<file path="config.mk">
export PLATFORM = sky130hd
export DESIGN_NAME = button_touch_gesture_qualifier_core
export DESIGN_NICKNAME = d
export VERILOG_FILES = /design/src/btgq_pkg.sv /design/src/btgq_div.sv /design/src/btgq_track.sv /design/src/button_touch_gesture_qualifier_core.sv
export VERILOG_INCLUDE_DIRS = /design/src /design/src/src
export SDC_FILE = /design/constraint.sdc
export NUM_CORES = 1
export LEC_CHECK = 0
export ABC_AREA = 1
export BUFFER_PORTS_ARGS = -buffer_cell sky130_fd_sc_hd__buf_2
export CAP_MARGIN = 20
export CORE_UTILIZATION = 38
export CTS_CLUSTER_DIAMETER = 60
export DETAILED_ROUTE_END_ITERATION = 10
export HOLD_SLACK_MARGIN = 0.03
export PLACE_DENSITY = 0.59
export SYNTH_ARGS = -nofsm -noshare
export SYNTH_HDL_FRONTEND = slang
export SYNTH_SLANG_ARGS = --single-unit
</file>
<file path="constraint.sdc">
create_clock -name clk -period 3 [get_ports clk]
set_input_delay 0.15 -clock clk [delete_from_list [all_inputs] [get_ports clk]]
set_output_delay 0.15 -clock clk [all_outputs]
set_load 0.005 [all_outputs]
</file>
<file path="src/button_touch_gesture_qualifier_core_macros.svh">
// Assertion macros shared by the gesture qualifier RTL.
// Used by btgq_div and the core top level; no other dependencies.
`ifndef BUTTON_TOUCH_GESTURE_QUALIFIER_CORE_MACROS_SVH
`define BUTTON_TOUCH_GESTURE_QUALIFIER_CORE_MACROS_SVH

// Same-cycle implication, disabled during reset.
`define BTGQ_ASSERT_IMP(lbl, ck, rn, ante, cons) \
	lbl: assert property (@(posedge ck) disable iff (!rn) (ante) |-> (cons)) \
		else $error("btgq: same-cycle check failed");

// Next-cycle implication, disabled during reset.
`define BTGQ_ASSERT_NXT(lbl, ck, rn, ante, cons) \
	lbl: assert property (@(posedge ck) disable iff (!rn) (ante) |=> (cons)) \
		else $error("btgq: next-cycle check failed");

`endif

</file>
<file path="src/btgq_pkg.sv">
// Shared types and constants for the button/touch gesture qualifier.
// No dependencies; used by btgq_div, btgq_track and the core top level.
`timescale 1ns / 1ps

package btgq_pkg;

	localparam int KEY_W   = 14;
	localparam int CODE_W  = 18;
	localparam int PIX_W   = 8;
	localparam int TILE_W  = 6;
	localparam int CNT_W   = 8;
	localparam int DELTA_W = 9;
	localparam int FLAG_W  = 6;

	// Raw key bit positions
	localparam int BIT_PAD_RIGHT    = 4;
	localparam int BIT_PAD_LEFT     = 5;
	localparam int BIT_PAD_UP       = 6;
	localparam int BIT_PAD_DOWN     = 7;
	localparam int BIT_SCREEN_TOUCH = 12;

	// Diagonal codes
	localparam logic [CODE_W-1:0] CODE_UP_LEFT    = 18'h04000;
	localparam logic [CODE_W-1:0] CODE_UP_RIGHT   = 18'h08000;
	localparam logic [CODE_W-1:0] CODE_DOWN_LEFT  = 18'h10000;
	localparam logic [CODE_W-1:0] CODE_DOWN_RIGHT = 18'h20000;

	// Internal gesture state bits
	localparam int GB_DRAG  = 0;
	localparam int GB_START = 1;
	localparam int GB_STOP  = 2;
	localparam int GB_HOLD  = 3;

	// Output flag bits
	localparam int GF_TOUCH = 0;
	localparam int GF_DRAG  = 1;
	localparam int GF_START = 2;
	localparam int GF_STOP  = 3;
	localparam int GF_TAP   = 4;
	localparam int GF_HOLD  = 5;

	typedef enum logic [1:0] {
		CFG_TILE_WIDTH  = 2'd0,
		CFG_TILE_HEIGHT = 2'd1,
		CFG_KEY_HOLD    = 2'd2,
		CFG_TOUCH_HOLD  = 2'd3
	} cfg_idx_t;

	typedef struct packed {
		logic [KEY_W-1:0] keys_held;
		logic [KEY_W-1:0] keys_up;
		logic             tap_valid;
	} frame_t;

	typedef struct packed {
		logic [PIX_W-1:0] touch_col;
		logic [PIX_W-1:0] touch_row;
		logic [PIX_W-1:0] tap_col;
		logic [PIX_W-1:0] tap_row;
	} cells_t;

	typedef struct packed {
		logic [CNT_W-1:0] key_hold;
		logic [CNT_W-1:0] touch_hold;
	} thr_t;

	typedef struct packed {
		logic [FLAG_W-1:0]         gesture_flags;
		logic [PIX_W-1:0]          tap_row;
		logic [PIX_W-1:0]          tap_col;
		logic signed [DELTA_W-1:0] drag_dy;
		logic signed [DELTA_W-1:0] drag_dx;
		logic [PIX_W-1:0]          touch_row;
		logic [PIX_W-1:0]          touch_col;
		logic [KEY_W-1:0]          released_keys;
		logic [CODE_W-1:0]         pressed_code;
		logic [CODE_W-1:0]         held_code;
	} res_t;

	localparam int RES_W = $bits(res_t);

endpackage

</file>
<file path="src/btgq_div.sv">
// Serial 8-by-6-bit unsigned divider, two quotient bits per cycle.
// Depends on btgq_pkg and the core assertion macro header.
`timescale 1ns / 1ps
`include "button_touch_gesture_qualifier_core_macros.svh"

module btgq_div (
	input  logic                             clk,
	input  logic                             arst_n,
	input  logic                             start,
	input  logic [btgq_pkg::PIX_W-1:0]       dividend,
	input  logic [btgq_pkg::TILE_W-1:0]      divisor,
	output logic                             done,
	output logic [btgq_pkg::PIX_W-1:0]       quotient
);

	logic [btgq_pkg::TILE_W-1:0] rem_q;
	logic [btgq_pkg::PIX_W-1:0]  quo_q;
	logic [btgq_pkg::TILE_W-1:0] div_q;
	logic [1:0]                  cnt_q;
	logic                        busy_q;
	logic                        done_q;
	logic [13:0]                 st1;
	logic [13:0]                 st2;

	// One restoring step: shift in the next dividend bit, subtract if it fits.
	function automatic logic [13:0] div_step(input logic [5:0] r, input logic [7:0] q,
		input logic [5:0] d);
		logic [6:0] t;
		logic [6:0] diff;
		logic [5:0] rn;
		logic       b;
		t    = {r, q[7]};
		diff = t - {1'b0, d};
		if (t >= {1'b0, d}) begin
			rn = diff[5:0];
			b  = 1'b1;
		end else begin
			rn = t[5:0];
			b  = 1'b0;
		end
		return {rn, q[6:0], b};
	endfunction

	always_comb begin
		st1 = div_step(rem_q, quo_q, div_q);
		st2 = div_step(st1[13:8], st1[7:0], div_q);
	end

	always_ff @(posedge clk or negedge arst_n) begin
		if (!arst_n) begin
			busy_q <= 1'b0;
			done_q <= 1'b0;
			cnt_q  <= '0;
		end else if (start) begin
			busy_q <= 1'b1;
			done_q <= 1'b0;
			cnt_q  <= '0;
		end else if (busy_q) begin
			cnt_q <= cnt_q + 2'd1;
			if (cnt_q == 2'd3) begin
				busy_q <= 1'b0;
				done_q <= 1'b1;
			end
		end else begin
			done_q <= 1'b0;
		end
	end

	// Datapath registers need no reset.
	always_ff @(posedge clk) begin
		if (start) begin
			rem_q <= '0;
			quo_q <= dividend;
			div_q <= (divisor == '0) ? 6'd1 : divisor;
		end else if (busy_q) begin
			rem_q <= st2[13:8];
			quo_q <= st2[7:0];
		end
	end

	assign done     = done_q;
	assign quotient = quo_q;

	`BTGQ_ASSERT_IMP(a_start_idle, clk, arst_n, start, !busy_q)
	`BTGQ_ASSERT_NXT(a_start_busy, clk, arst_n, start, busy_q && !done_q)
	`BTGQ_ASSERT_IMP(a_done_not_busy, clk, arst_n, done_q, !busy_q)

endmodule

</file>
<file path="src/btgq_track.sv">
// Frame state tracker: key press qualification, drag, tap and hold state.
// Depends on btgq_pkg; commits one frame of state on each update strobe.
`timescale 1ns / 1ps

module btgq_track (
	input  logic              clk,
	input  logic              arst_n,
	input  logic              upd,
	input  btgq_pkg::frame_t  frame,
	input  btgq_pkg::cells_t  cells,
	input  btgq_pkg::thr_t    thr,
	output btgq_pkg::res_t    res
);

	logic [btgq_pkg::CODE_W-1:0]  last_held_q, last_pressed_q;
	logic [btgq_pkg::CNT_W-1:0]   key_cnt_q, touch_cnt_q;
	logic                         was_touching_q;
	logic [btgq_pkg::PIX_W-1:0]   cur_col_q, cur_row_q, start_col_q, start_row_q;
	logic [btgq_pkg::DELTA_W-1:0] dx_q, dy_q;
	logic [btgq_pkg::PIX_W-1:0]   tap_col_q, tap_row_q;
	logic [3:0]                   gbits_q;

	logic                         touching;
	logic [btgq_pkg::PIX_W-1:0]   cur_col_n, cur_row_n, start_col_n, start_row_n;
	logic [btgq_pkg::DELTA_W-1:0] dx_n, dy_n;
	logic [btgq_pkg::PIX_W-1:0]   tap_col_n, tap_row_n;
	logic [3:0]                   g;
	logic [btgq_pkg::CODE_W-1:0]  held, pressed_n;
	logic [btgq_pkg::CNT_W-1:0]   key_cnt_n, touch_cnt_n;
	logic                         moved, tapped;

	always_comb begin
		touching    = frame.keys_held[btgq_pkg::BIT_SCREEN_TOUCH];
		cur_col_n   = touching ? cells.touch_col : cur_col_q;
		cur_row_n   = touching ? cells.touch_row : cur_row_q;
		start_col_n = (touching && !was_touching_q) ? cells.touch_col : start_col_q;
		start_row_n = (touching && !was_touching_q) ? cells.touch_row : start_row_q;
		moved = was_touching_q && touching &&
			((start_col_n != cur_col_n) || (start_row_n != cur_row_n));

		g    = gbits_q;
		dx_n = dx_q;
		dy_n = dy_q;
		if (moved) begin
			dx_n = {1'b0, start_col_n} - {1'b0, cur_col_n};
			dy_n = {1'b0, start_row_n} - {1'b0, cur_row_n};
			if (!g[btgq_pkg::GB_DRAG]) begin
				g[btgq_pkg::GB_DRAG]  = 1'b1;
				g[btgq_pkg::GB_START] = 1'b1;
			end else begin
				g[btgq_pkg::GB_START] = 1'b0;
			end
		end else if (g[btgq_pkg::GB_DRAG]) begin
			g[btgq_pkg::GB_DRAG] = 1'b0;
			g[btgq_pkg::GB_STOP] = 1'b1;
		end else begin
			g[btgq_pkg::GB_STOP] = 1'b0;
		end

		// Diagonal remap, first match wins
		if (frame.keys_held[btgq_pkg::BIT_PAD_UP] && frame.keys_held[btgq_pkg::BIT_PAD_LEFT])
			held = btgq_pkg::CODE_UP_LEFT;
		else if (frame.keys_held[btgq_pkg::BIT_PAD_UP] &&
				frame.keys_held[btgq_pkg::BIT_PAD_RIGHT])
			held = btgq_pkg::CODE_UP_RIGHT;
		else if (frame.keys_held[btgq_pkg::BIT_PAD_DOWN] &&
				frame.keys_held[btgq_pkg::BIT_PAD_LEFT])
			held = btgq_pkg::CODE_DOWN_LEFT;
		else if (frame.keys_held[btgq_pkg::BIT_PAD_DOWN] &&
				frame.keys_held[btgq_pkg::BIT_PAD_RIGHT])
			held = btgq_pkg::CODE_DOWN_RIGHT;
		else
			held = {4'b0, frame.keys_held};

		if ((last_held_q != '0) && (held != '0) && (last_held_q == held)) begin
			key_cnt_n = (key_cnt_q == 8'hFF) ? key_cnt_q : key_cnt_q + 8'd1;
			pressed_n = (key_cnt_n > thr.key_hold) ? held : last_pressed_q;
		end else begin
			key_cnt_n = '0;
			pressed_n = '0;
		end

		tapped = frame.tap_valid && !gbits_q[btgq_pkg::GB_HOLD] &&
			!g[btgq_pkg::GB_DRAG] && !g[btgq_pkg::GB_STOP];
		tap_col_n = frame.tap_valid ? cells.tap_col : tap_col_q;
		tap_row_n = frame.tap_valid ? cells.tap_row : tap_row_q;

		if (touching && !g[btgq_pkg::GB_DRAG]) begin
			touch_cnt_n = (touch_cnt_q == 8'hFF) ? touch_cnt_q : touch_cnt_q + 8'd1;
			if (touch_cnt_n > thr.touch_hold)
				g[btgq_pkg::GB_HOLD] = 1'b1;
		end else begin
			touch_cnt_n          = '0;
			g[btgq_pkg::GB_HOLD] = 1'b0;
		end

		res.held_code     = held;
		res.pressed_code  = pressed_n;
		res.released_keys = frame.keys_up;
		res.touch_col     = cur_col_n;
		res.touch_row     = cur_row_n;
		res.drag_dx       = dx_n;
		res.drag_dy       = dy_n;
		res.tap_col       = tap_col_n;
		res.tap_row       = tap_row_n;
		res.gesture_flags[btgq_pkg::GF_TOUCH] = touching;
		res.gesture_flags[btgq_pkg::GF_DRAG]  = g[btgq_pkg::GB_DRAG];
		res.gesture_flags[btgq_pkg::GF_START] = g[btgq_pkg::GB_START];
		res.gesture_flags[btgq_pkg::GF_STOP]  = g[btgq_pkg::GB_STOP];
		res.gesture_flags[btgq_pkg::GF_TAP]   = tapped;
		res.gesture_flags[btgq_pkg::GF_HOLD]  = g[btgq_pkg::GB_HOLD];
	end

	always_ff @(posedge clk or negedge arst_n) begin
		if (!arst_n) begin
			last_held_q    <= '0;
			last_pressed_q <= '0;
			key_cnt_q      <= '0;
			touch_cnt_q    <= '0;
			was_touching_q <= 1'b0;
			cur_col_q      <= '0;
			cur_row_q      <= '0;
			start_col_q    <= '0;
			start_row_q    <= '0;
			dx_q           <= '0;
			dy_q           <= '0;
			tap_col_q      <= '0;
			tap_row_q      <= '0;
			gbits_q        <= '0;
		end else if (upd) begin
			last_held_q    <= held;
			last_pressed_q <= pressed_n;
			key_cnt_q      <= key_cnt_n;
			touch_cnt_q    <= touch_cnt_n;
			was_touching_q <= touching;
			cur_col_q      <= cur_col_n;
			cur_row_q      <= cur_row_n;
			start_col_q    <= start_col_n;
			start_row_q    <= start_row_n;
			dx_q           <= dx_n;
			dy_q           <= dy_n;
			tap_col_q      <= tap_col_n;
			tap_row_q      <= tap_row_n;
			gbits_q        <= g;
		end
	end

endmodule

</file>
<file path="src/button_touch_gesture_qualifier_core.sv">
// Top level of the button/touch gesture qualifier: stream ports, config
// registers, divide sequencer. Depends on btgq_pkg, btgq_div, btgq_track.
`timescale 1ns / 1ps
`include "button_touch_gesture_qualifier_core_macros.svh"

//  channel | direction | handshake          | payload
//  --------+-----------+--------------------+------------------------------
//  s_*     | in        | s_tvalid/s_tready  | one frame: keys, touch, tap
//  m_*     | out       | m_tvalid/m_tready  | one result per frame
//  cfg_*   | in        | cfg_valid/cfg_ready| register index and data
//
// A frame runs four cell divisions in turn on the shared serial divider (each
// a launch, busy steps at two quotient bits per cycle, and done overlapping
// the next launch), then one state update; no new frame is taken until the
// sequencer is back in idle and ready for the next transfer.
// The result waits in the output register; the next frame is taken while it
// waits, and only the update of that next frame stalls on m_tready.
// arst_n clears control state, frame state and loads the register defaults.
// Config writes are always taken (cfg_ready is tied high).

module button_touch_gesture_qualifier_core (
	input  logic         clk,
	input  logic         arst_n,
	// slave: [13:0] keys_held, [27:14] keys_up, [35:28] touch_x,
	//        [43:36] touch_y, [51:44] tap_x, [59:52] tap_y, rest zero
	input  logic         s_tvalid,
	output logic         s_tready,
	input  logic [63:0]  s_tdata,
	input  logic         s_tuser,  // [0] tap_valid
	// master: [17:0] held_code, [35:18] pressed_code, [49:36] released_keys,
	//         [57:50] touch_col, [65:58] touch_row, [74:66] drag_dx,
	//         [83:75] drag_dy, [91:84] tap_col, [99:92] tap_row,
	//         [105:100] gesture_flags, rest zero
	output logic         m_tvalid,
	input  logic         m_tready,
	output logic [111:0] m_tdata,
	// configuration write channel
	input  logic         cfg_valid,
	output logic         cfg_ready,
	input  logic [1:0]   cfg_index,
	input  logic [7:0]   cfg_data
);

	typedef enum logic [1:0] {
		ST_IDLE,
		ST_DIV,
		ST_UPD
	} state_t;

	typedef enum logic [1:0] {
		OP_TOUCH_X = 2'd0,
		OP_TOUCH_Y = 2'd1,
		OP_TAP_X   = 2'd2,
		OP_TAP_Y   = 2'd3
	} op_t;

	state_t                          state_q;
	op_t                             op_q;
	op_t                             next_op;
	btgq_pkg::frame_t                frame_q;
	logic [btgq_pkg::PIX_W-1:0]      touch_y_q, tap_x_q, tap_y_q;
	btgq_pkg::cells_t                cells_q;
	logic [btgq_pkg::TILE_W-1:0]     tile_width_q, tile_height_q;
	btgq_pkg::thr_t                  thr_q;
	logic                            m_tvalid_q;
	logic [111:0]                    m_tdata_q;

	logic                            s_accept;
	logic                            div_start, div_done;
	logic [btgq_pkg::PIX_W-1:0]      div_dividend, div_quotient;
	logic [btgq_pkg::TILE_W-1:0]     div_divisor;
	logic                            upd;
	btgq_pkg::res_t                  res;

	assign s_tready  = (state_q == ST_IDLE);
	assign s_accept  = s_tvalid && s_tready;
	assign cfg_ready = 1'b1;

	// Launch the touch x division on the transfer itself, then chain each
	// following division off the previous one's done pulse.
	assign next_op   = s_accept ? OP_TOUCH_X : op_t'(op_q + 2'd1);
	assign div_start = s_accept || ((state_q == ST_DIV) && div_done && (op_q != OP_TAP_Y));

	always_comb begin
		case (next_op)
			OP_TOUCH_X: begin
				div_dividend = s_tdata[35:28];
				div_divisor  = tile_width_q;
			end
			OP_TOUCH_Y: begin
				div_dividend = touch_y_q;
				div_divisor  = tile_height_q;
			end
			OP_TAP_X: begin
				div_dividend = tap_x_q;
				div_divisor  = tile_width_q;
			end
			OP_TAP_Y: begin
				div_dividend = tap_y_q;
				div_divisor  = tile_height_q;
			end
			default: begin
				div_dividend = '0;
				div_divisor  = tile_width_q;
			end
		endcase
	end

	// Update fires once all cells are in and the output slot is free.
	assign upd = (state_q == ST_UPD) && (!m_tvalid_q || m_tready);

	btgq_div u_div (
		.clk      (clk),
		.arst_n   (arst_n),
		.start    (div_start),
		.dividend (div_dividend),
		.divisor  (div_divisor),
		.done     (div_done),
		.quotient (div_quotient)
	);

	btgq_track u_track (
		.clk    (clk),
		.arst_n (arst_n),
		.upd    (upd),
		.frame  (frame_q),
		.cells  (cells_q),
		.thr    (thr_q),
		.res    (res)
	);

	// Configuration registers
	always_ff @(posedge clk or negedge arst_n) begin
		if (!arst_n) begin
			tile_width_q     <= 6'd8;
			tile_height_q    <= 6'd8;
			thr_q.key_hold   <= 8'd3;
			thr_q.touch_hold <= 8'd15;
		end else if (cfg_valid && cfg_ready) begin
			case (btgq_pkg::cfg_idx_t'(cfg_index))
				btgq_pkg::CFG_TILE_WIDTH:  tile_width_q     <= cfg_data[5:0];
				btgq_pkg::CFG_TILE_HEIGHT: tile_height_q    <= cfg_data[5:0];
				btgq_pkg::CFG_KEY_HOLD:    thr_q.key_hold   <= cfg_data;
				btgq_pkg::CFG_TOUCH_HOLD:  thr_q.touch_hold <= cfg_data;
				default: ;
			endcase
		end
	end

	// Capture the frame payload on transfer; hold it for the whole run.
	always_ff @(posedge clk) begin
		if (s_accept) begin
			frame_q.keys_held <= s_tdata[13:0];
			frame_q.keys_up   <= s_tdata[27:14];
			frame_q.tap_valid <= s_tuser;
			touch_y_q         <= s_tdata[43:36];
			tap_x_q           <= s_tdata[51:44];
			tap_y_q           <= s_tdata[59:52];
		end
		if ((state_q == ST_DIV) && div_done) begin
			case (op_q)
				OP_TOUCH_X: cells_q.touch_col <= div_quotient;
				OP_TOUCH_Y: cells_q.touch_row <= div_quotient;
				OP_TAP_X:   cells_q.tap_col   <= div_quotient;
				OP_TAP_Y:   cells_q.tap_row   <= div_quotient;
				default: ;
			endcase
		end
	end

	// Sequencer and output register
	always_ff @(posedge clk or negedge arst_n) begin
		if (!arst_n) begin
			state_q    <= ST_IDLE;
			op_q       <= OP_TOUCH_X;
			m_tvalid_q <= 1'b0;
			m_tdata_q  <= '0;
		end else begin
			if (m_tvalid_q && m_tready && !upd)
				m_tvalid_q <= 1'b0;
			case (state_q)
				ST_IDLE: begin
					if (s_accept) begin
						op_q    <= OP_TOUCH_X;
						state_q <= ST_DIV;
					end
				end
				ST_DIV: begin
					if (div_done) begin
						if (op_q == OP_TAP_Y)
							state_q <= ST_UPD;
						else
							op_q <= next_op;
					end
				end
				ST_UPD: begin
					if (upd) begin
						m_tvalid_q <= 1'b1;
						m_tdata_q  <= {6'b0, res};
						state_q    <= ST_IDLE;
					end
				end
				default: state_q <= ST_IDLE;
			endcase
		end
	end

	assign m_tvalid = m_tvalid_q;
	assign m_tdata  = m_tdata_q;

	`BTGQ_ASSERT_NXT(a_busy_after_accept, clk, arst_n, s_accept, !s_tready)
	`BTGQ_ASSERT_NXT(a_result_after_update, clk, arst_n, upd, m_tvalid)
	`BTGQ_ASSERT_IMP(a_done_in_div, clk, arst_n, div_done, state_q == ST_DIV)

endmodule

</file>
Word-level counts from Yosys, hierarchy flattened --
Index checks and enable logic that the tools add are counted.
Storage, ports and cells: register bits after elaboration 371, input bits 80, output and inout bits 115, logic and storage cells 178
Operators by class: add/sub/neg operators 8, magnitude comparators 4, equality and inequality tests 24, multiplexer cells 54, reduce and logical (&&, ||, !) cells 50
Operators with widths (count):
- two-way mux 18 bit | 6
- two-way mux 8 bit | 12
- nonzero test 18 bit | 2
- one-hot mux 8 bit (4 select lines) | 1
- two-way mux 2 bit | 10
- logical AND 1 bit | 19
- == test 18 bit | 1
- two-way mux 1 bit | 18
- two-way mux 9 bit | 2
- AND reduction 2 bit | 9
- subtractor 8 x 8 -> 9 bit | 2
- adder 8 x 1 -> 8 bit, second input constant | 2
- == test 2 bit, second input constant | 8
- == test 8 bit, second input constant | 2
- greater-than comparator 8 bit | 2
- != test 8 bit | 2
- greater-or-equal comparator 7 x 6 -> 1 bit | 2
- two-way mux 6 bit | 2
- one-hot mux 6 bit (2 select lines) | 1
- subtractor 6 bit | 2
- == test 2 x 1 -> 1 bit, second input constant | 4
- zero test 2 bit | 4
- AND reduction 4 bit | 2
- zero test 1 bit | 6
- other kinds (10) | 19

Longest topological paths before layout --
Gate-level depths: netlist of run 1.
depth after elaboration 10, gate-level depth with buffers 21, gate-level depth less buffers 21

Cells and area by module --
From an unflattened synthesis of run 1, not the netlist that was laid out.
Second synthesis, totals: cell total of the unflattened synthesis 2118, area, all modules 18184.9 µm²
By module, submodules not included:
- button_touch_gesture_qualifier_core | times used 1, cells each 751, area each 8304.2 µm², seq. area each 6040.8 µm²
- btgq_track | times used 1, cells each 1149, area each 8137.8 µm², seq. area each 3078.0 µm²
- btgq_div | times used 1, cells each 218, area each 1742.9 µm², seq. area each 640.6 µm²

Least setup slack after synthesis of run 1 --
No wires, ideal clock.
path kind register to register, start reg u_track.key_cnt_q[0] in the netlist's numbering, end reg m_tdata_q[26] (netlist: m_tdata[26]), library setup time 0.066 ns, arrival 2.779 ns, required time 2.934 ns, slack 0.155 ns, stages on the path, launching flop included 17, path buffers 1, clock period less this slack 2.845 ns, cell sequence dfrtp_1 ha_1 nand3_1 nor3_1 a21oi_1 nand3b_1 nand2_1 ha_1 nand2_1 nor2_1 nand4_1 nand2_1 buf_2 nand2_1 nand2_1 nand4_1 nand2_1
On the way: cells in the longest elaborated chain, start to end 5, elaborated cells on any way between the ends 6, those cells by class add/sub: 1; order compare: 1; eq/ne: 1; mux: 3
RTL lines:
- start: declaration | line btgq_track.sv:16 | logic [btgq_pkg::CNT_W-1:0] key_cnt_q, touch_cnt_q;
- start signal: assignment | line btgq_track.sv:133 | key_cnt_q <= key_cnt_n;
- adder 8 x 1 -> 8 bit or == test 8 bit (tied branches) | line btgq_track.sv:76 | key_cnt_n = (key_cnt_q == 8'hFF) ? key_cnt_q : key_cnt_q + 8'd1;
- two-way mux 8 bit (*) | line btgq_track.sv:76
- greater-than comparator 8 bit (*) | line btgq_track.sv:77 | pressed_n = (key_cnt_n > thr.key_hold) ? held : last_pressed_q;
- two-way mux 18 bit (*) | line btgq_track.sv:77
- two-way mux 18 bit (*) | line btgq_track.sv:75 | if ((last_held_q != '0) && (held != '0) && (last_held_q == held)) begin
- end signal: assignment | line button_touch_gesture_qualifier_core.sv:199 | m_tdata_q <= {6'b0, res};
- end: declaration | line button_touch_gesture_qualifier_core.sv:66 | logic [111:0] m_tdata_q;
Every way passes the cells marked *; elsewhere a longest branch is shown, timed or not. A chain may end at the register's enable or synchronous reset.

Worst setup path in the final report of run 1 --
start reg u_div.quo_q (netlist bit u_div.quotient[7]), end reg u_div.rem_q[2] in the netlist's numbering
On the way: cells in the longest elaborated chain, start to end 4, elaborated cells on any way between the ends 6, those cells by class add/sub: 2; order compare: 2; mux: 2
RTL lines:
- start: declaration | line btgq_div.sv:17 | logic [btgq_pkg::PIX_W-1:0] quo_q;
- start signal: assignment | line btgq_div.sv:73 | quo_q <= dividend;
- start signal: assignment | line btgq_div.sv:77 | quo_q <= st2[7:0];
- subtractor 6 bit or greater-or-equal comparator 7 x 6 -> 1 bit (tied branches) | line btgq_div.sv:33, btgq_div.sv:34
- two-way mux 6 bit (*) | line btgq_div.sv:34 | if (t >= {1'b0, d}) begin
- subtractor 6 bit or greater-or-equal comparator 7 x 6 -> 1 bit (tied branches) | line btgq_div.sv:33, btgq_div.sv:34
- two-way mux 6 bit (*) | line btgq_div.sv:34
- end signal: assignment | line btgq_div.sv:76 | rem_q <= st2[13:8];
- end: declaration | line btgq_div.sv:16 | logic [btgq_pkg::TILE_W-1:0] rem_q;
Marks and branches as above.

==> qor_table.md, run 1 <==
| Stage | Item | Value |
| --- | --- | --- |
| outcome | Outcome | complete, no violations |
| timing | Final cycle utilization of the critical path | 0.952 |
| timing | Post-route clock skew | 19.7 ps |
| setup path | Worst Path Class, Setup | register to register |
| synth | Distinct cells, synth | 46 |
| floorplanning | Die height | 192 µm |
| setup path | Sequence of cells on the critical path | inv_1 -> ha_1 -> inv_2 -> fa_2 -> inv_1 -> nand2_1 -> nand2_1 -> inv_1 -> ha_1 -> a21oi_2 -> nor2_1 -> nor2_1 -> nand3_1 -> nand2_2 -> nand3_2 -> buf_4 -> nand2_1 -> nand3_1 -> nand2_1 |
| global routing | Number of global-route vias before repair | 10700 |
| setup path | Worst endpoint required time | 3470 ps |
| timing | Setup repair after global routing missed its margin | true |
| route | Total routed wirelength | 35100 µm |
| floorplanning | Starting utilization of the core area | 0.386 |
| synth | Seq cells post-synth | 280 |
| setup path | Data arrival time of the worst path | 3330 ps |
| cells and area | Share of final-layout standard cells stronger than drive strength 1 | 0.174 |
| route | DRC violations left | 0 |
| setup path | Endpoint of the most critical register-to-register path | u_div.rem_q[2] |
| cells and area | Synth-to-layout area growth | 25.4% |
| route | Drt pass-1 iters | 5 |
| synth | Number of synthesized flops with an enable pin | 99 |
| synth | Cells taking the most area after synthesis | sky130_fd_sc_hd__dfrtp_1, sky130_fd_sc_hd__edfxtp_1, sky130_fd_sc_hd__nand2_1 |
| global routing | Global-route wire length before repair | 55800 µm |
| cells and area | Antenna Cells | 0 |
| setup path | Flop-to-flop setup slack | 140 ps |
| floorplanning | Die area | 36900 µm² |
| route | Number of DRC markers in iteration 0 | 674 |
| setup path | Startpoint kind of the worst setup timing path | register |
| route | Post-DR wirelength/cell | 15.1 µm |
| setup path | Endpoint type of the worst setup path | register |
| cts | Maximum level of the CTS H-tree | 2 |
| placed design | Final weighted congestion in routability-driven placement | 0.850 |
| global routing | Maximum number of pins on one net before global-route repair | 107 |
| hold path | Hold Path Origin | cfg_data[1] |
| setup path | Worst path max stage delay | 440 ps |
| global routing | GRT Total Usage | 0.190 |
| cts | Number of sinks driven by the clock tree | 280 |
| cells and area | Multi-input logic area | 5440 µm² |
| cts | Clock-pin transition on the worst setup and hold timing paths | 60 ps |
| route | Vias/cell | 4.84 |
| cells and area | Sequential cell area | 7480 µm² |
| pwr | Power per cell area | 900 nW/µm² |
| setup path | Most prevalent standard cell on the critical path | sky130_fd_sc_hd__nand2_1 |
| synth | Fraction of registers with async set/reset | 0.625 |
| timing | Peak Freq | 0.350 GHz |
| cts | Clk buf depth | 3 |
| timing | Slew Viols, Final | 0 |
| synth | Seq/Total Area, Yosys | 0.545 |
| setup path | Critical-path cell with the highest stage delay | sky130_fd_sc_hd__fa_2 |
| route | Antenna-violating nets left | 0 |
| synth | Library cell with the highest instance count after synthesis | sky130_fd_sc_hd__nand2_1 |
| hold path | Worst hold stages | 3 |
| synth | Library cell with the largest summed area after synthesis | sky130_fd_sc_hd__dfrtp_1 |
| setup path | Launch instance of the worst register-to-register path | u_div.quotient[7] |
| timing | Setup violators final | 0 |
| global routing | Leftover overflow at the end of global routing | 0 |
| synth | Area share of the leading cell type in the synthesized netlist | 0.304 |
| floorplanning | Core area | 35600 µm² |
| cells and area | Final nets | 1972 |
| route | Number of vias in the routed layout | 11300 |
| cts | Clock Root Buffer | sky130_fd_sc_hd__clkbuf_16 |
| synth | Synth Flop Type | sky130_fd_sc_hd__dfrtp_1 |
| synth | Synth Warn # | 0 |
| synth | Most numerous cell types in the synthesized netlist | sky130_fd_sc_hd__nand2_1, sky130_fd_sc_hd__dfrtp_1, sky130_fd_sc_hd__inv_1 |
| pwr | Final Total Pwr | 15.5 mW |
| setup path | R2R cell count | 19 |
| cells and area | Number of filler cells placed in the layout | 3430 |
| cells and area | Final Util | 0.484 |
| timing | Minimum period implied by the final worst setup slack | 2860 ps |
| setup path | Maximum fanout along the worst path | 5 |
| setup path | Top delay family on crit path | adder cells |
| placed design | HPWL after detailed placement | 24000 µm |
| timing | Slew of the pin with the lowest slew margin | 1070 ps |
| setup path | Buffers plus inverters on the worst setup path | 5 |
| placed design | Number of buffer cells added on primary ports | 183 |
| synth | Syn Inst Count | 1566 |
| floorplanning | Ports | 195 |
| timing | Final Hold Fails | 0 |
| floorplanning | Floorplan row count | 69 |
| pwr | Highest ir drop seen on vdd | 0.000542 V |
| cts | CTS tree | yes |
| synth | Summed instance area of the synthesized netlist | 13700 µm² |
| job | Max_cap viols | 0 |
| cts | CTS Buf Count | 35 |
| floorplanning | Die Wd | 192 µm |
| timing | Relative slew slack | 0.286 |
| pwr | Leakage power total | 8.62 nW |
| synth | Synthesized area per cell | 8.76 µm² |
| global routing | Number of antenna violations at the first check in global routing | 0 |
| cts | Clock insertion delay at the later pin of the skew report | 530 ps |
| hold path | Path category of the worst min-delay check | input pin to register |
| hold path | Endpoint of the worst hold path | thr_q[9] |
## worst reg2reg max path, delay by kind of cell (launching register included)
family / cells / cell delay [ps]
AO/OA/AOI/OAI: 1 / 190
adder cells (fa/ha/maj): 3 / 950
buffers and inverters: 5 / 480
flip-flops: 1 / 380
AND/OR/NAND/NOR: 10 / 820
## what timing repair did
item	4_1_cts	5_1_grt
hold buffers	69	0
pin swaps	0	8
hold endpoints to repair	142	0
buffers inserted	0	7
gates resized for setup	1	28
endpoints found under the setup margin	5	27
## how the worst max path moves through the flow
stage | depth (start not counted) | start | end
6_report | 19 | u_div.quotient[7] | u_div.rem_q[2]
5_1_grt | 19 | u_div.div_q[5] | u_div.rem_q[3]
4_1_cts | 18 | u_track.key_cnt_q[0] | m_tdata[26]
3_5_place_dp | 22 | u_div.div_q[2] | u_div.rem_q[2]
3_3_place_gp | 21 | u_div.div_q[2] | u_div.rem_q[1]
2_1_floorplan | 16 | u_track.key_cnt_q[0] | m_tdata[26]
## metal layers
metal / GRT usage / up-vias / part of all wire
li1: - / 5648 / -
met1: 0.263 / 5336 / 0.47
met2: 0.311 / 226 / 0.47
met3: 0.0311 / 44 / 0.043
met4: 0.0475 / 0 / 0.018
met5: 0 / - / 0
## layout by cell type (no fill, tap or decap), types with 7 or more instances in the layout
cell                            synthesis  routed
sky130_fd_sc_hd__dlygate4sd3_1          0      69
sky130_fd_sc_hd__nand2_1              552     547
sky130_fd_sc_hd__conb_1                 2       7
sky130_fd_sc_hd__nand4_1               46      46
sky130_fd_sc_hd__clkbuf_1              31      12
sky130_fd_sc_hd__o21ai_0              147     147
sky130_fd_sc_hd__nand2_2                7      11
sky130_fd_sc_hd__dfstp_2                8       8
sky130_fd_sc_hd__a21oi_1               30      26
sky130_fd_sc_hd__buf_4                  8      25
sky130_fd_sc_hd__edfxtp_1              99      99
sky130_fd_sc_hd__inv_1                165     161
sky130_fd_sc_hd__nor3_1                10       9
sky130_fd_sc_hd__nand3b_1               8       8
sky130_fd_sc_hd__nor2_1                72      69
sky130_fd_sc_hd__dfrtp_1              167     166
sky130_fd_sc_hd__buf_2                  6     182
sky130_fd_sc_hd__clkbuf_16              0      36
sky130_fd_sc_hd__xor2_1                17      17
sky130_fd_sc_hd__nand3_1               64      63
sky130_fd_sc_hd__ha_1                  51      48
## area by class of cell
class,count,share of cell area
timing repair buffer,285,0.113
tap,461,0.0335
clock buffer,50,0.0566
inverter,168,0.0366
clock inverter,14,0.00938
multi-input combinational,1067,0.316
sequential,280,0.435
## cells by family (layout without fill, tap and decap cells)
| family | count (synthesis) | count (layout) | synth area share |
|---|---|---|---|
| simple gates | 778 | 778 | 0.239 |
| flops | 280 | 280 | 0.545 |
| buf+inv | 224 | 517 | 0.0678 |
| compound gates | 201 | 201 | 0.0784 |
| fa+ha+maj | 55 | 55 | 0.0523 |
| xor+xnor | 23 | 23 | 0.0147 |
| mux | 3 | 3 | 0.00219 |
| other cells | 2 | 7 | 0.000547 |
## metrics by stage
step / cells / instance area (µm²) / TNS (ps) / hold WS, ps / setup slack [ps]
2_1_floorplan: 1571 / 13700 / 0 / -146 / 155
3_3_place_gp: 2185 / 15200 / 0 / 200 / 46.6
3_5_place_dp: 2185 / 15200 / 0 / 198 / 4.76
4_1_cts: 2318 / 17100 / 0 / 31.9 / 6.09
5_1_grt: 2325 / 17200 / -207 / 71.2 / -40.2
6_report: 2325 / 17200 / 0 / 9.97 / 145
## report_power, final
part	internal (mW)	total, mW	switching [mW]
combinational	2.29	5.83	3.53
sequential	4.92	5.49	0.576
clock	2.53	4.17	1.64
Power figures use the tool's default switching activity.
==> run 2, diff against run 1 <==
--- a/config.mk
+++ b/config.mk
@@ -14,6 +14,7 @@
 export DETAILED_ROUTE_END_ITERATION = 10
 export HOLD_SLACK_MARGIN = 0.03
 export PLACE_DENSITY = 0.59
+export SETUP_SLACK_MARGIN = 0.5
 export SYNTH_ARGS = -nofsm -noshare
 export SYNTH_HDL_FRONTEND = slang
 export SYNTH_SLANG_ARGS = --single-unit
==> qor_table.md, run 2 (synthesis results as in run 1) <==
| Stage | Item | Value | vs previous |
| --- | --- | --- | --- |
| cells and area | Final nets | 2034 | was 1972 |
| cells and area | Multi-input logic area | 6240 µm² | was 5440 µm² |
| hold path | Path category of the worst min-delay check | input pin to register | unchanged |
| floorplanning | Die height | 192 µm | unchanged |
| timing | Post-route clock skew | 20.0 ps | was 19.7 ps |
| cts | CTS tree | yes | unchanged |
| hold path | Hold Path Origin | s_tdata[29] | was cfg_data[1] |
| floorplanning | Core area | 35600 µm² | unchanged |
| cells and area | Leading cell type in the layout, fill and taps excluded | sky130_fd_sc_hd__nand2_1 | unchanged |
| cells and area | Most frequent cells in the layout | sky130_fd_sc_hd__nand2_1, sky130_fd_sc_hd__buf_2, sky130_fd_sc_hd__dfrtp_1, sky130_fd_sc_hd__inv_1, sky130_fd_sc_hd__edfxtp_1 | was sky130_fd_sc_hd__nand2_1, sky130_fd_sc_hd__buf_2, sky130_fd_sc_hd__dfrtp_1, sky130_fd_sc_hd__inv_1, sky130_fd_sc_hd__o21ai_0 |
| timing | Final Hold Fails | 0 | unchanged |
| timing | Slew Viols, Final | 0 | unchanged |
| timing | Minimum period implied by the final worst setup slack | 2720 ps | was 2860 ps |
| floorplanning | Die Wd | 192 µm | unchanged |
| floorplanning | Ports | 195 | unchanged |
| floorplanning | Floorplan row count | 69 | unchanged |
| placed design | Worst setup slack after placement | 107 ps | was 4.76 ps |
| setup path | Buffers plus inverters on the worst setup path | 4 | was 5 |
| setup path | Crit path launch | u_div.div_q[4] | was u_div.quotient[7] |
| cells and area | Synth-to-layout area growth | 37.1% | was 25.4% |
| cells and area | Non-filler cells, final | 2389 | was 2325 |
| setup path | Startpoint kind of the worst setup timing path | register | unchanged |
| timing | Peak Freq | 0.367 GHz | was 0.350 GHz |
| timing | Min setup slack post-route | 278 ps | was 145 ps |
| global routing | GRT Total Usage | 0.197 | was 0.190 |
| timing | Final cycle utilization of the critical path | 0.907 | was 0.952 |
| setup path | Worst path max stage delay | 390 ps | was 440 ps |
| cts | Number of sinks driven by the clock tree | 280 | unchanged |
| route | Post-DR wirelength/cell | 15.9 µm | was 15.1 µm |
| timing | Setup violators final | 0 | unchanged |
| timing | Relative slew slack | 0.461 | was 0.286 |
| cts | Maximum level of the CTS H-tree | 2 | unchanged |
| route | Number of vias in the routed layout | 11700 | was 11300 |
| setup path | Data arrival time of the worst path | 3140 ps | was 3330 ps |
| route | DRC violations left | 0 | unchanged |
| route | Total routed wirelength | 37900 µm | was 35100 µm |
| timing | Minimum hold slack | 41.3 ps | was 9.97 ps |
| cells and area | Share of final-layout standard cells stronger than drive strength 1 | 0.279 | was 0.174 |
| placed design | Count of placed standard cells including taps | 2183 | was 2185 |
| pwr | Clock power share | 0.262 | was 0.269 |
| route | Vias/cell | 4.92 | was 4.84 |
| setup path | Launch instance of the worst register-to-register path | u_div.div_q[4] | was u_div.quotient[7] |
| cells and area | Number of filler cells placed in the layout | 3183 | was 3430 |
| cts | Clock Root Buffer | sky130_fd_sc_hd__clkbuf_16 | unchanged |
| route | Drt pass-1 iters | 5 | unchanged |
| pwr | Switching power summed over all nets | 6.36 mW | was 5.75 mW |
| setup path | Maximum fanout along the worst path | 6 | was 5 |
| global routing | Leftover overflow at the end of global routing | 0 | unchanged |
| global routing | Number of antenna violations at the first check in global routing | 0 | unchanged |
| global routing | Maximum number of pins on one net before global-route repair | 107 | unchanged |
| cts | CTS Buf Count | 37 | was 35 |
| pwr | Leakage power total | 9.14 nW | was 8.62 nW |
| timing | Slew of the pin with the lowest slew margin | 805 ps | was 1070 ps |
| setup path | Critical-path cell with the highest stage delay | sky130_fd_sc_hd__edfxtp_1 | was sky130_fd_sc_hd__fa_2 |
| setup path | Sequence of cells on the critical path | inv_2 -> ha_4 -> nand2_2 -> nand2_2 -> a21oi_4 -> buf_6 -> nand4_1 -> nand2_2 -> inv_2 -> ha_4 -> a21oi_4 -> nor2_1 -> nor2_1 -> nand3_1 -> nand2_2 -> buf_6 -> nand4_1 -> nand3_2 -> nand2_1 | was inv_1 -> ha_1 -> inv_2 -> fa_2 -> inv_1 -> nand2_1 -> nand2_1 -> inv_1 -> ha_1 -> a21oi_2 -> nor2_1 -> nor2_1 -> nand3_1 -> nand2_2 -> nand3_2 -> buf_4 -> nand2_1 -> nand3_1 -> nand2_1 |
| placed design | Number of buffer cells added on primary ports | 183 | unchanged |
| setup path | Top delay family on crit path | simple AND/OR/NAND/NOR gates | was adder cells |
| placed design | Final weighted congestion in routability-driven placement | 0.857 | was 0.850 |
| cts | Clk buf depth | 3 | unchanged |
| cells and area | Sequential cell area | 7480 µm² | about the same |
| outcome | Outcome | complete, no violations | unchanged |
| floorplanning | Starting utilization of the core area | 0.386 | unchanged |
| job | Max_cap viols | 0 | unchanged |
| timing | Setup repair after global routing missed its margin | true | unchanged |
| setup path | Most prevalent standard cell on the critical path | sky130_fd_sc_hd__nand2_2 | was sky130_fd_sc_hd__nand2_1 |
| global routing | Number of global-route vias before repair | 11100 | was 10700 |
| placed design | HPWL after detailed placement | 24000 µm | about the same |
| route | Antenna-violating nets left | 0 | unchanged |
| cells and area | Antenna Cells | 0 | unchanged |
| cts | Clock-pin transition on the worst setup and hold timing paths | 60 ps | about the same |
| cts | Clock insertion delay at the later pin of the skew report | 530 ps | about the same |
| pwr | Register share of total power | 0.325 | was 0.355 |
| global routing | Global-route wire length before repair | 57700 µm | was 55800 µm |
| pwr | Power per cell area | 901 nW/µm² | was 900 nW/µm² |
| pwr | Internal | 10.6 mW | was 9.74 mW |
| setup path | Endpoint type of the worst setup path | register | unchanged |
| pwr | Comb pwr share | 0.412 | was 0.376 |
| setup path | Worst endpoint required time | 3420 ps | was 3470 ps |
| timing | Sum of negative setup slack | 0 ps | unchanged |
| setup path | Worst Path Class, Setup | register to register | unchanged |
| floorplanning | Die area | 36900 µm² | unchanged |
| pwr | Switching share of power | 0.375 | was 0.371 |
| pwr | Highest ir drop seen on vdd | 0.000625 V | was 0.000542 V |
| route | Number of DRC markers in iteration 0 | 672 | was 674 |
run 2: cell count changes in the layout (fill, tap and decap cells not counted), moves of 14 or more:
| cell | before | now |
|---|---|---|
| sky130_fd_sc_hd__o21ai_0 | 147 | 95 |
| sky130_fd_sc_hd__nand2_2 | 11 | 58 |
| sky130_fd_sc_hd__o21ai_1 | 3 | 39 |
| sky130_fd_sc_hd__buf_4 | 25 | 54 |
| sky130_fd_sc_hd__ha_1 | 48 | 34 |
| sky130_fd_sc_hd__inv_1 | 161 | 146 |
| sky130_fd_sc_hd__nand2_1 | 547 | 481 |
| sky130_fd_sc_hd__nand2_4 | 1 | 19 |
| sky130_fd_sc_hd__o21ai_2 | 0 | 16 |
run 2: what timing repair did:
| action | in CTS | in global routing |
|---|---|---|
| pin swaps | 47 | 68 |
| cloned | 5 | 9 |
| endpoints found under the setup margin | 53 | 62 |
| gates resized for setup | 66 | 201 |
| hold buffers | 68 | 0 |
| setup buffers | 30 | 26 |
| hold endpoints to repair | 157 | 0 |
run 2: cell type report:
class                   count  area share
repair buffers            340       0.140
multi-input cells        1072       0.331
clock buffers              51      0.0558
clock inverters            17      0.0101
well taps                 461      0.0306
inverters                 168      0.0338
flip-flops and latches    280       0.398
run 2: power by group through the flow:
stage	registers, mW	logic, mW	clock network (mW)
final	5.52	6.99	4.45
after global routing	5.61	7.86	4.72
after CTS	5.50	6.19	4.56
after detailed placement	5.55	5.62	0
after global placement	5.53	5.53	0
after floorplan	5.38	3.94	0
run 2: routing by layer:
| layer | part of all wire | vias up | global-route usage |
|---|---|---|---|
| li1 | - | 5784 | - |
| met1 | 0.46 | 5611 | 0.274 |
| met2 | 0.48 | 289 | 0.318 |
| met3 | 0.045 | 59 | 0.0323 |
| met4 | 0.018 | 0 | 0.0542 |
| met5 | 0 | - | 0 |
run 2: worst register-to-register path, cell delays in order (launching register included):
cell and delay [ps]:
sky130_fd_sc_hd__edfxtp_1 390, sky130_fd_sc_hd__inv_2 130, sky130_fd_sc_hd__ha_4 230, sky130_fd_sc_hd__nand2_2 60, sky130_fd_sc_hd__nand2_2 70, sky130_fd_sc_hd__a21oi_4 170
sky130_fd_sc_hd__buf_6 140, sky130_fd_sc_hd__nand4_1 100, sky130_fd_sc_hd__nand2_2 110, sky130_fd_sc_hd__inv_2 50, sky130_fd_sc_hd__ha_4 240, sky130_fd_sc_hd__a21oi_4 140
sky130_fd_sc_hd__nor2_1 60, sky130_fd_sc_hd__nor2_1 130, sky130_fd_sc_hd__nand3_1 100, sky130_fd_sc_hd__nand2_2 120, sky130_fd_sc_hd__buf_6 130, sky130_fd_sc_hd__nand4_1 110
sky130_fd_sc_hd__nand3_2 110, sky130_fd_sc_hd__nand2_1 60
run 2: metrics by stage:
| step | area (µm²) | power, mW | util |
|---|---|---|---|
| floorplan | 13900 | 9.32 | - |
| finish | 18800 | 17.0 | 0.529 |
| CTS | 17900 | 16.2 | 0.502 |
| global placement | 15300 | 11.1 | 0.430 |
| detailed placement | 15300 | 11.2 | 0.430 |
| global route | 18800 | 18.2 | 0.529 |
run 2: path summary, 6_finish.rpt:
| check | endpoint | slack [ps] | depth (start not counted) |
|---|---|---|---|
| setup reg to reg | u_div.rem_q[1] | 280 | 19 |
| hold / removal | u_div.quotient[1] | 40 | 3 |
| min in group asynchronous | u_track.start_col_q[7] | 220 | 2 |
| setup / recovery | u_div.rem_q[1] | 280 | 19 |
| max in group asynchronous | thr_q[1] | 1860 | 3 |
| hold reg to reg | register | 440 | 2 |
